[config.mk]
export PLATFORM = sky130hd
export DESIGN_NAME = ipv4_forward_route_lookup
export DESIGN_NICKNAME = d
export VERILOG_FILES = /design/src/sv/ifrl_pkg.sv /design/src/sv/ifrl_cell.sv /design/src/sv/ipv4_forward_route_lookup.sv
export VERILOG_INCLUDE_DIRS = /design/src /design/src/sv
export SDC_FILE = /design/constraint.sdc
export NUM_CORES = 2
export LEC_CHECK = 0
export ABC_AREA = 1
export BUFFER_PORTS_ARGS = -buffer_cell sky130_fd_sc_hd__buf_2
export CAP_MARGIN = 20
export CORE_ASPECT_RATIO = 1.2
export CORE_MARGIN = 2
export CORE_UTILIZATION = 40
export DETAILED_ROUTE_END_ITERATION = 16
export GPL_TIMING_DRIVEN = 0
export PLACE_DENSITY = 0.59
export SLEW_MARGIN = 10
export SYNTH_ARGS = -nofsm -noshare
export SYNTH_HDL_FRONTEND = slang
export SYNTH_HIERARCHICAL = 1
export SYNTH_SLANG_ARGS = --single-unit
[constraint.sdc]
create_clock -name clk_i -period 25 [get_ports clk_i]
set_input_delay 5 -clock clk_i [delete_from_list [all_inputs] [get_ports clk_i]]
set_output_delay 5 -clock clk_i [all_outputs]
set_load 0.03 [all_outputs]
[src/sv/assert_macros.svh]
`ifndef ASSERT_MACROS_SVH
`define ASSERT_MACROS_SVH

// prop must hold at every clock edge outside reset
`define ASSERT_ALWAYS(label, prop, msg) \
  label: assert property (@(posedge clk_i) disable iff (!rst_ni) (prop)) else $error(msg);

// ante at one edge implies cons at the same edge
`define ASSERT_IMPLY(label, ante, cons, msg) \
  label: assert property (@(posedge clk_i) disable iff (!rst_ni) (ante) |-> (cons)) \
    else $error(msg);

// ante at one edge implies cons at the next edge
`define ASSERT_NEXT(label, ante, cons, msg) \
  label: assert property (@(posedge clk_i) disable iff (!rst_ni) (ante) |=> (cons)) \
    else $error(msg);

`endif

[src/sv/ifrl_pkg.sv]
package ifrl_pkg;

  localparam int unsigned ROUTE_ENTRIES = 16;
  localparam int unsigned CNT_W = $clog2(ROUTE_ENTRIES + 1);
  localparam int unsigned HEADER_WORDS = 10;
  localparam int unsigned WIDX_W = 4;
  localparam int unsigned SUM_W = 20;

  localparam logic [WIDX_W-1:0] WORD_TTL = WIDX_W'(4);
  localparam logic [WIDX_W-1:0] WORD_CSUM = WIDX_W'(5);
  localparam logic [WIDX_W-1:0] WORD_DST_HI = WIDX_W'(8);
  localparam logic [WIDX_W-1:0] WORD_LAST = WIDX_W'(HEADER_WORDS - 1);

  localparam logic [15:0] TTL_ONE = 16'h0100;

  typedef enum logic [1:0] {
    FUNC_CLEAR = 2'd0,
    FUNC_ADD   = 2'd1,
    FUNC_WORD  = 2'd2
  } func_e;

  typedef enum logic [1:0] {
    ACT_FORWARD     = 2'd0,
    ACT_LOCAL       = 2'd1,
    ACT_DISCARD_TTL = 2'd2,
    ACT_NO_ROUTE    = 2'd3
  } action_e;

  typedef struct packed {
    logic [31:0] dest;
    logic [5:0]  len;
    logic [31:0] hop;
  } route_t;

  typedef struct packed {
    logic        vld;
    logic        hit;
    logic [31:0] hop;
  } tok_t;

  function automatic logic [31:0] prefix_mask(input logic [5:0] len);
    logic [31:0] m;
    if (len == 6'd0) begin
      m = 32'h0;
    end else if (len >= 6'd32) begin
      m = 32'hFFFF_FFFF;
    end else begin
      m = ~(32'hFFFF_FFFF >> len);
    end
    return m;
  endfunction

endpackage

[src/sv/ifrl_cell.sv]
module ifrl_cell (
  input  logic           clk_i,
  input  logic           rst_ni,
  input  logic           wr_en_i,
  input  ifrl_pkg::route_t wr_route_i,
  input  logic           entry_vld_i,
  input  logic [31:0]    dst_i,
  input  ifrl_pkg::tok_t tok_i,
  output ifrl_pkg::tok_t tok_o
);
  import ifrl_pkg::*;
  `include "assert_macros.svh"

  route_t entry_q;
  tok_t   tok_q, tok_d;
  logic   match;

  always_ff @(posedge clk_i) begin
    if (wr_en_i) begin
      entry_q <= wr_route_i;
    end
  end

  assign match = entry_vld_i && ((prefix_mask(entry_q.len) & dst_i) == entry_q.dest);

  always_comb begin
    tok_d     = tok_i;
    tok_d.hit = tok_i.hit | (tok_i.vld & match);
    if (tok_i.vld && !tok_i.hit && match) begin
      tok_d.hop = entry_q.hop;
    end
  end

  always_ff @(posedge clk_i or negedge rst_ni) begin
    if (!rst_ni) begin
      tok_q <= '0;
    end else begin
      tok_q <= tok_d;
    end
  end

  assign tok_o = tok_q;

  `ASSERT_IMPLY(a_hit_has_vld, tok_q.hit, tok_q.vld, "hit flag on an empty slot")
  `ASSERT_NEXT(a_hit_kept, tok_i.vld && tok_i.hit, tok_q.hit, "earlier hit lost")
  `ASSERT_IMPLY(a_no_write_busy, tok_i.vld, !wr_en_i, "route written during lookup")

endmodule

[src/sv/ipv4_forward_route_lookup.sv]
// IPv4 forwarding route lookup.
// Command channel: an item transfers at a rising edge with start high and busy
// low. func_i selects clear table, add route or one 16-bit header word; route
// fields matter for add, header_word_i for a header word. Ten header words in
// network order make one header.
// Config: local_addr_we_i writes local_addr_i into the local address register.
// Result: after the tenth word one result is driven for exactly one cycle with
// result_valid_o high. The receiver cannot stall; results are never held.
// Latency: for a zero TTL or a local destination the strobe comes in the cycle
// after the tenth word. Otherwise the lookup token walks the row of route
// cells, one cell per cycle, and busy stays high until the token leaves the
// last cell, when the result register gives the strobe. The cell chain length
// sets the lookup time. Adds and clears give no result.
// Reset: the route count, the word index and the local address clear; route
// contents stay unknown until written.
module ipv4_forward_route_lookup (
  input  logic        clk_i,
  input  logic        rst_ni,
  input  logic        start,
  output logic        busy,
  input  logic [1:0]  func_i,
  input  logic [15:0] header_word_i,
  input  logic [31:0] route_dest_i,
  input  logic [5:0]  route_prefix_len_i,
  input  logic [31:0] route_next_hop_i,
  input  logic        local_addr_we_i,
  input  logic [31:0] local_addr_i,
  output logic        result_valid_o,
  output logic [1:0]  action_o,
  output logic [31:0] next_hop_o,
  output logic [15:0] ttl_protocol_word_o,
  output logic [15:0] header_checksum_o
);
  import ifrl_pkg::*;
  `include "assert_macros.svh"

  logic [31:0]       local_addr_q;
  logic [CNT_W-1:0]  route_cnt_q, route_cnt_d;
  logic [WIDX_W-1:0] widx_q, widx_d;
  logic [SUM_W-1:0]  sum_q, sum_d;
  logic [15:0]       ttl_q, ttl_d;
  logic [15:0]       csum_q, csum_d;
  logic [31:0]       dst_q, dst_d;
  logic              busy_q, busy_d;
  logic              launch_q, launch_d;

  logic              res_vld_q, res_vld_d;
  action_e           res_act_q, res_act_d;
  logic [31:0]       res_hop_q, res_hop_d;
  logic [15:0]       res_ttl_q, res_ttl_d;
  logic [15:0]       res_csum_q, res_csum_d;

  logic              accept;
  logic              add_ok;
  logic              last_word;
  route_t            wr_route;
  tok_t              tok [ROUTE_ENTRIES+1];
  logic [ROUTE_ENTRIES:0] tok_vld;
  logic [ROUTE_ENTRIES-1:0] cell_we;
  logic [ROUTE_ENTRIES-1:0] entry_vld;

  logic [SUM_W-1:0]  s0;
  logic [16:0]       f1;
  logic [15:0]       f2;

  assign accept    = start && !busy_q;
  assign add_ok    = accept && (func_e'(func_i) == FUNC_ADD) &&
                     (route_cnt_q < CNT_W'(ROUTE_ENTRIES));
  assign last_word = accept && (func_e'(func_i) == FUNC_WORD) && (widx_q == WORD_LAST);

  assign wr_route.dest = route_dest_i;
  assign wr_route.len  = route_prefix_len_i;
  assign wr_route.hop  = route_next_hop_i;

  always_ff @(posedge clk_i or negedge rst_ni) begin
    if (!rst_ni) begin
      local_addr_q <= '0;
    end else if (local_addr_we_i) begin
      local_addr_q <= local_addr_i;
    end
  end

  // Header word capture and table count
  always_comb begin
    route_cnt_d = route_cnt_q;
    widx_d      = widx_q;
    sum_d       = sum_q;
    ttl_d       = ttl_q;
    csum_d      = csum_q;
    dst_d       = dst_q;
    if (accept) begin
      case (func_e'(func_i))
        FUNC_CLEAR: begin
          route_cnt_d = '0;
        end
        FUNC_ADD: begin
          if (add_ok) begin
            route_cnt_d = route_cnt_q + CNT_W'(1);
          end
        end
        FUNC_WORD: begin
          sum_d = (widx_q == '0) ? '0 : sum_q;
          if (widx_q == WORD_TTL) begin
            ttl_d = header_word_i;
          end
          if (widx_q == WORD_CSUM) begin
            csum_d = header_word_i;
          end else begin
            sum_d = sum_d + SUM_W'(header_word_i);
          end
          if (widx_q == WORD_DST_HI) begin
            dst_d = {header_word_i, dst_q[15:0]};
          end
          if (widx_q == WORD_LAST) begin
            dst_d  = {dst_q[31:16], header_word_i};
            widx_d = '0;
          end else begin
            widx_d = widx_q + WIDX_W'(1);
          end
        end
        default: begin
        end
      endcase
    end
  end

  // Forward checksum: drop one from TTL, fold twice, complement
  assign s0 = sum_q - SUM_W'(TTL_ONE);
  assign f1 = 17'(s0[15:0]) + 17'(s0[SUM_W-1:16]);
  assign f2 = f1[15:0] + 16'(f1[16]);

  // Decision and result
  always_comb begin
    busy_d     = busy_q;
    launch_d   = 1'b0;
    res_vld_d  = 1'b0;
    res_act_d  = res_act_q;
    res_hop_d  = res_hop_q;
    res_ttl_d  = res_ttl_q;
    res_csum_d = res_csum_q;
    if (last_word) begin
      res_hop_d  = '0;
      res_ttl_d  = ttl_d;
      res_csum_d = csum_d;
      if (ttl_d[15:8] == 8'd0) begin
        res_vld_d = 1'b1;
        res_act_d = ACT_DISCARD_TTL;
      end else if (dst_d == local_addr_q) begin
        res_vld_d = 1'b1;
        res_act_d = ACT_LOCAL;
      end else begin
        launch_d = 1'b1;
        busy_d   = 1'b1;
      end
    end
    if (tok[ROUTE_ENTRIES].vld) begin
      busy_d    = 1'b0;
      res_vld_d = 1'b1;
      if (tok[ROUTE_ENTRIES].hit) begin
        res_act_d  = ACT_FORWARD;
        res_hop_d  = tok[ROUTE_ENTRIES].hop;
        res_ttl_d  = ttl_q - TTL_ONE;
        res_csum_d = ~f2;
      end else begin
        res_act_d  = ACT_NO_ROUTE;
        res_hop_d  = '0;
        res_ttl_d  = ttl_q;
        res_csum_d = csum_q;
      end
    end
  end

  always_ff @(posedge clk_i or negedge rst_ni) begin
    if (!rst_ni) begin
      route_cnt_q <= '0;
      widx_q      <= '0;
      sum_q       <= '0;
      ttl_q       <= '0;
      csum_q      <= '0;
      dst_q       <= '0;
      busy_q      <= 1'b0;
      launch_q    <= 1'b0;
      res_vld_q   <= 1'b0;
      res_act_q   <= ACT_FORWARD;
    end else begin
      route_cnt_q <= route_cnt_d;
      widx_q      <= widx_d;
      sum_q       <= sum_d;
      ttl_q       <= ttl_d;
      csum_q      <= csum_d;
      dst_q       <= dst_d;
      busy_q      <= busy_d;
      launch_q    <= launch_d;
      res_vld_q   <= res_vld_d;
      res_act_q   <= res_act_d;
    end
  end

  always_ff @(posedge clk_i) begin
    res_hop_q  <= res_hop_d;
    res_ttl_q  <= res_ttl_d;
    res_csum_q <= res_csum_d;
  end

  // Route cell row; the lookup token advances one cell per cycle
  assign tok[0].vld = launch_q;
  assign tok[0].hit = 1'b0;
  assign tok[0].hop = '0;

  for (genvar i = 0; i < ROUTE_ENTRIES; i++) begin : g_cell
    assign cell_we[i]   = add_ok && (route_cnt_q == CNT_W'(i));
    assign entry_vld[i] = route_cnt_q > CNT_W'(i);

    ifrl_cell u_cell (
      .clk_i       (clk_i),
      .rst_ni      (rst_ni),
      .wr_en_i     (cell_we[i]),
      .wr_route_i  (wr_route),
      .entry_vld_i (entry_vld[i]),
      .dst_i       (dst_q),
      .tok_i       (tok[i]),
      .tok_o       (tok[i+1])
    );
  end

  for (genvar j = 0; j <= ROUTE_ENTRIES; j++) begin : g_vld
    assign tok_vld[j] = tok[j].vld;
  end

  assign busy                = busy_q;
  assign result_valid_o      = res_vld_q;
  assign action_o            = res_act_q;
  assign next_hop_o          = res_hop_q;
  assign ttl_protocol_word_o = res_ttl_q;
  assign header_checksum_o   = res_csum_q;

  `ASSERT_ALWAYS(a_one_token, $onehot0(tok_vld), "more than one lookup in flight")
  `ASSERT_IMPLY(a_token_busy, |tok_vld, busy_q, "lookup running while not busy")
  `ASSERT_IMPLY(a_busy_idx, busy_q, widx_q == '0, "lookup started mid header")
  `ASSERT_ALWAYS(a_cnt_range, route_cnt_q <= CNT_W'(ROUTE_ENTRIES), "route count overflow")

endmodule
# Word level (Yosys, flattened, before mapping)
# Cells that the tools add are included.
# W data, S select, Z words.
[op_classes] addsub=7 mul=0 div=0 order_cmp=33 eq_ne=41 shifts=16 mux=88 n_bitwise=64 reduce_logical=111
[ops] operator="$mux W32" n=55
[ops] operator="$eq A32 B32 Y1" n=17
[ops] operator="$and A32 B32 Y32" n=16
[ops] operator="$not A32 Y32" n=16
[ops] operator="$shr A32 B6 Y32 const A" n=16
[ops] operator="$mux W16" n=12
[ops] operator="$ge A6 B6 Y1 const B" n=16
[ops] operator="$logic_not A6 Y1" n=16
[ops] operator="$logic_and A1 B1 Y1" n=68
[ops] operator="$eq A5 B4 Y1 const B" n=8
[ops] operator="$gt A5 B4 Y1 const B" n=8
[ops] operator="$mux W20" n=2
[ops] operator="$add A20 B16 Y20" n=1
[ops] operator="$eq A5 B3 Y1 const B" n=4
[ops] operator="$gt A5 B3 Y1 const B" n=4
[ops] operator="$sub A20 B9 Y20 const B" n=1
[ops] operator="$add A16 B4 Y17" n=1
[ops] operator="$add A16 B1 Y16" n=1
[ops] operator="$and A1 B1 Y1" n=16
[ops] operator="$logic_not A1 Y1" n=16
[ops] operator="$not A16 Y16" n=1
[ops] operator="$sub A16 B9 Y16 const B" n=1
[ops] operator="$or A1 B1 Y1" n=15
[ops] operator="$mux W1" n=11
[ops] operator="25 further kinds" n=38
[totals] register_bits=1858 latchBits=0 mem_bits_rw=0 rom_bits=0 in_bits=124 out_inout_bits=68 wordCells=470 mem_count=0

# Logic depth before layout (Yosys ltp)
[depth] word_depth=10 depth_mapped=29 ltp_nobuf=29

# Cells and area by module
# The synthesis kept the hierarchy.
[modules_own_cells] module="ifrl_cell" instances=16 cells_per_inst=486 area_each_um2=4667.0 seq_area_each_um2=2952.8
[modules_own_cells] module="ipv4_forward_route_lookup" instances=1 cells_per_inst=1424 area_each_um2=10939.2 seq_area_each_um2=5175.0

# Least setup slack after synthesis
# No wires, ideal clock.
[synth_timing] path_type="input-to-reg" start="in start" end="reg g_cell[4].u_cell/entry_q[0] (netlist name) (enable)" setup_time_ns=0.670 t_arrival_ns=12.293 required_ns=24.330 setup_slack_ns=12.037 path_stages=6 path_buffers=0 cell_sequence="inv_1 -> nor2_1 -> nand2_1 -> nor2_1 -> inv_1 -> nor4_1"
[synth_between] elab_chain_cells=4
[synth_lines] item="from (decl)" line_no="ipv4_forward_route_lookup.sv:19" source="input logic start,"
[synth_lines] item="$logic_and A1 B1 Y1" line_no="ipv4_forward_route_lookup.sv:66" source="assign accept = start && !busy_q;"
[synth_lines] item="$logic_and A1 B1 Y1 (2 in a row)" line_no="ipv4_forward_route_lookup.sv:67" source="assign add_ok = accept && (func_e'(func_i) == FUNC_ADD) &&"
[synth_lines] item="$logic_and A1 B1 Y1" line_no="ipv4_forward_route_lookup.sv:211" source="assign cell_we[i] = add_ok && (route_cnt_q == CNT_W'(i));"
[synth_lines] item="named net cell_we[4]" line_no="ipv4_forward_route_lookup.sv:59" source="logic [ROUTE_ENTRIES-1:0] cell_we;"
[synth_lines] item="to (signal assigned)" line_no="ifrl_cell.sv:20" source="entry_q <= wr_route_i;"
[synth_lines] item="to (decl)" line_no="ifrl_cell.sv:14" source="route_t entry_q;"
# The timed path passes the listed nets, and every way through them passes these cells.
# A chain may end at the register's enable or synchronous reset.

# Worst setup path in the final report
[layout_timing] start="in func_i[0]" end="reg g_cell[4].u_cell/entry_q[18] (netlist name) (enable)"
[layout_between] elab_chain_cells=4
[layout_lines] item="from (decl)" line_no="ipv4_forward_route_lookup.sv:21" source="input logic [1:0] func_i,"
[layout_lines] item="$eq A2 B1 Y1" line_no="ipv4_forward_route_lookup.sv:67"
[layout_lines] item="$logic_and A1 B1 Y1 (2 in a row)" line_no="ipv4_forward_route_lookup.sv:67"
[layout_lines] item="$logic_and A1 B1 Y1" line_no="ipv4_forward_route_lookup.sv:211"
[layout_lines] item="named net cell_we[4]" line_no="ipv4_forward_route_lookup.sv:59"
# The timed path passes the listed nets, and every way through them passes these cells.

==> flow_summary.json <==
{
  "hp-class": "flip-flop to flip-flop",
  "wl_per_cell_microns": 20.51,
  "setup_slack_ns": 17.13,
  "multi_input_comb_area_sq_um": 28410,
  "yosysWarnings": 6,
  "leakage_uw": 0.04235,
  "grt-ovfl-total": 0,
  "path_clk_slew_ns": 0.06,
  "drv_slew": 0,
  "antenna_left": 0,
  "port_buffers": 190,
  "yosysTopAreaCell": "edfxtp_1",
  "post_cts_buffers": 0,
  "switching_power_uw": 1462,
  "drt_iter0_drc": 6990,
  "avgSynthCellArea_sq_um": 9.306,
  "wl_microns": 261200,
  "antenna_found_initial": 28,
  "dp_hpwl_microns": 181500,
  "start_util_pct": 40.12,
  "cp-start-kind": "primary input",
  "placed_area_sq_um": 92120,
  "synthCells": 9200,
  "numCtsBuffers": 189,
  "postCtsHoldBufs": 0,
  "maxCapViolCount": 0,
  "die-width_microns": 426.3,
  "vias": 64610,
  "fin_util_pct": 46.18,
  "tns_ns": 0,
  "dp_slack_ns": 16.27,
  "seq_area_frac_synth_pct": 61.23,
  "drcViolationCount": 0,
  "ctsRootBufferMaster": "clkbuf_16",
  "status": "finished clean",
  "fin_crit_ns": 7.870,
  "gp_congestion": 0.9065,
  "cp_max_fo": 9,
  "fin_area_sq_um": 98550,
  "relSlewSlack_pct": 20.30,
  "async_reset_ff_share_pct": 36.28,
  "yosysMostFrequentCell": "nand2_1",
  "die_height_microns": 510.8,
  "nFillCells": 20010,
  "slowest_delay_ns": 0.46,
  "clock_path_buffers": 3,
  "rows": 186,
  "via_per_inst": 5.073,
  "die_area_sq_um": 217800,
  "core_area_sq_um": 213400,
  "clock_latency_ns": 0.87,
  "cts_resized": 0,
  "cts_tree": "done",
  "total_power_uw": 6463,
  "hold_depth": 0,
  "fmax_ghz": 0.1271,
  "worstSetupPathType": "primary input to flip-flop",
  "critPathCaptureType": "flip-flop",
  "p_seq_share_pct": 51.8,
  "grt_max_degree": 117,
  "ioPinCount": 192,
  "worstMarginPinSlew_ns": 1.195,
  "cp_common_cell": "buf_4",
  "finalHoldViolations": 0,
  "path_cells": "buf_2 > inv_1 > nor2_1 > nand2_1 > nor2_1 > inv_1 > nor4_2 > buf_4 > buf_4 > buf_2 > buf_4 > buf_4 > buf_2 > buf_4",
  "ys_types": 48,
  "synth_area_sq_um": 85610,
  "reg2regPathDepth": 28,
  "cellPowerDensity_nw_per_um2": 65.59,
  "vdd_drop_max_mv": 0.06906,
  "seq_area_sq_um": 52470,
  "syn_to_final_growth_pct": 15.11,
  "cp_data_arrival_time_ns": 8.44,
  "yosys-top-cells-area": "edfxtp_1 42%, dfrtp_1 20%, nand2_1 15%",
  "required_ns": 25.57,
  "htree_levels": 4,
  "cts.sinks": 1858,
  "grt_pass1_vias": 62390,
  "drive_gt1_share_pct": 12.03,
  "period_share_pct": 31.48,
  "switching_share_pct": 22.62,
  "grt_first_pass_wirelength_microns": 388100,
  "intPower_uw": 5001,
  "final-setup-viol-count": 0,
  "fin_skew_ns": 0.09008,
  "synth-seq-cells": 1858,
  "synth-edff-count": 1184,
  "grtUsageTotal_pct": 23.93,
  "synth_common_cells": "3401 x nand2_1, 1190 x nand3_1, 1184 x edfxtp_1",
  "drtPass1Iterations": 6,
  "p_clk_share_pct": 44.2,
  "synth_ff_type": "edfxtp_1",
  "slowest_stage": "nor4_2",
  "yosysTopAreaCellShare_pct": 41.53,
  "rsz0062_at_grt": "false",
  "fin_nets": 9896,
  "p_comb_share_pct": 4.0
}
-- cell families (layout without fill, tap and decap cells) --
kind of cell | count (synthesis) | count (layout) | share of synthesized area, %
buf+inv | 1139 | 1812 | 5.850
simple gates | 5774 | 5774 | 29.67
xor+xnor | 78 | 78 | 0.7980
other cells | 1 | 45 | 0.004380
fa+ha+maj | 31 | 31 | 0.4706
flops | 1858 | 1858 | 61.23
compound gates | 319 | 319 | 1.980
-- area by class of cell --
class | count | area share, %
Timing Repair Buffer | 318 | 2.754
Buffer | 262 | 1.742
Clock inverter | 90 | 1.133
Antenna cell | 12 | 0.03047
Clock buffer | 265 | 5.355
Sequential cell | 1858 | 53.24
Inverter | 877 | 3.340
Multi-Input combinational cell | 6235 | 28.83
Tap cell | 2820 | 3.580
-- power groups by stage --
stage / Sequential, uW / Clock (uW) / Combinational [uW]
3_5_place_dp: 3410 / 0 / 257
2_1_floorplan: 3400 / 0 / 104
5_1_grt: 3350 / 3040 / 286
4_1_cts: 3350 / 2930 / 258
3_3_place_gp: 3420 / 0 / 236
6_report: 3350 / 2860 / 259
-- path summary, 6_finish.rpt --
path / startpoint / end / slack [ns]
min in group asynchronous: rst_ni / g_cell[15].u_cell/tok_o[15]$_DFF_PN0_ / 4.11
min reg2reg: g_cell[11].u_cell/tok_o[33]$_DFF_PN0_ / g_cell[12].u_cell/tok_o[33]$_DFF_PN0_ / 0.37
min: g_cell[11].u_cell/tok_o[33]$_DFF_PN0_ / g_cell[12].u_cell/tok_o[33]$_DFF_PN0_ / 0.37
max in group asynchronous: rst_ni / g_cell[3].u_cell/tok_o[4]$_DFF_PN0_ / 18.39
max reg2reg: sum_q[8]$_DFFE_PN0P_ / header_checksum_o[12]$_DFFE_PP_ / 19.53
max: func_i[0] / g_cell[4].u_cell/entry_q[18]$_DFFE_PP_ / 17.13
-- critical path, delay by kind of cell --
| family | cells | cell delay [ns] |
|---|---|---|
| simple gates | 4 | 1.41 |
| buf+inv | 10 | 1.98 |
-- sequential cells by signal (all words and copies together), names as in the netlist, 5 cells and up --
signal / flops
g_cell.u_cell/entry_q: 1120
g_cell.u_cell/tok_o: 544
dst_q: 32
local_addr_q: 32
next_hop_o: 32
sum_q: 20
csum_q: 16
header_checksum_o: 16
ttl_protocol_word_o: 16
ttl_q: 16
route_cnt_q: 5
-- per-layer routing --
layer	track usage, %	up-vias	wire length (microns)
met3	3.654	550	20630
met1	31.70	30490	106800
li1	-	31130	-
met2	38.03	2426	119400
met5	0	-	63
met4	12.27	10	14280
-- through the flow --
| step | cells | hold WS, ns |
|---|---|---|
| final | 12740 | 0.3750 |
| after global routing | 12730 | 0.3808 |
| after CTS | 12730 | 0.3722 |
| after detailed placement | 12370 | 0.3597 |
| after global placement | 12240 | 0.3558 |
| after floorplan | 9232 | 0.3540 |
-- layout by cell type, fill, tap and decap left out, types with 31 or more instances in the layout --
cell / n
nor2_2: 132
conb_1: 33
nand2_2: 31
nor2_1: 576
inv_1: 810
nand2_1: 3400
xor2_1: 60
clkbuf_16: 191
nand4_1: 118
a21oi_1: 52
buf_12: 33
nand2_4: 40
o21ai_1: 70
o21ai_0: 156
buf_6: 79
buf_4: 55
nor2_4: 41
nand3_1: 1190
nand3b_1: 198
edfxtp_1: 1184
clkbuf_1: 76
clkinv_1: 36
buf_2: 348
inv_2: 51
dfrtp_1: 642
Note: power is estimated with default switching activity, not from simulation.
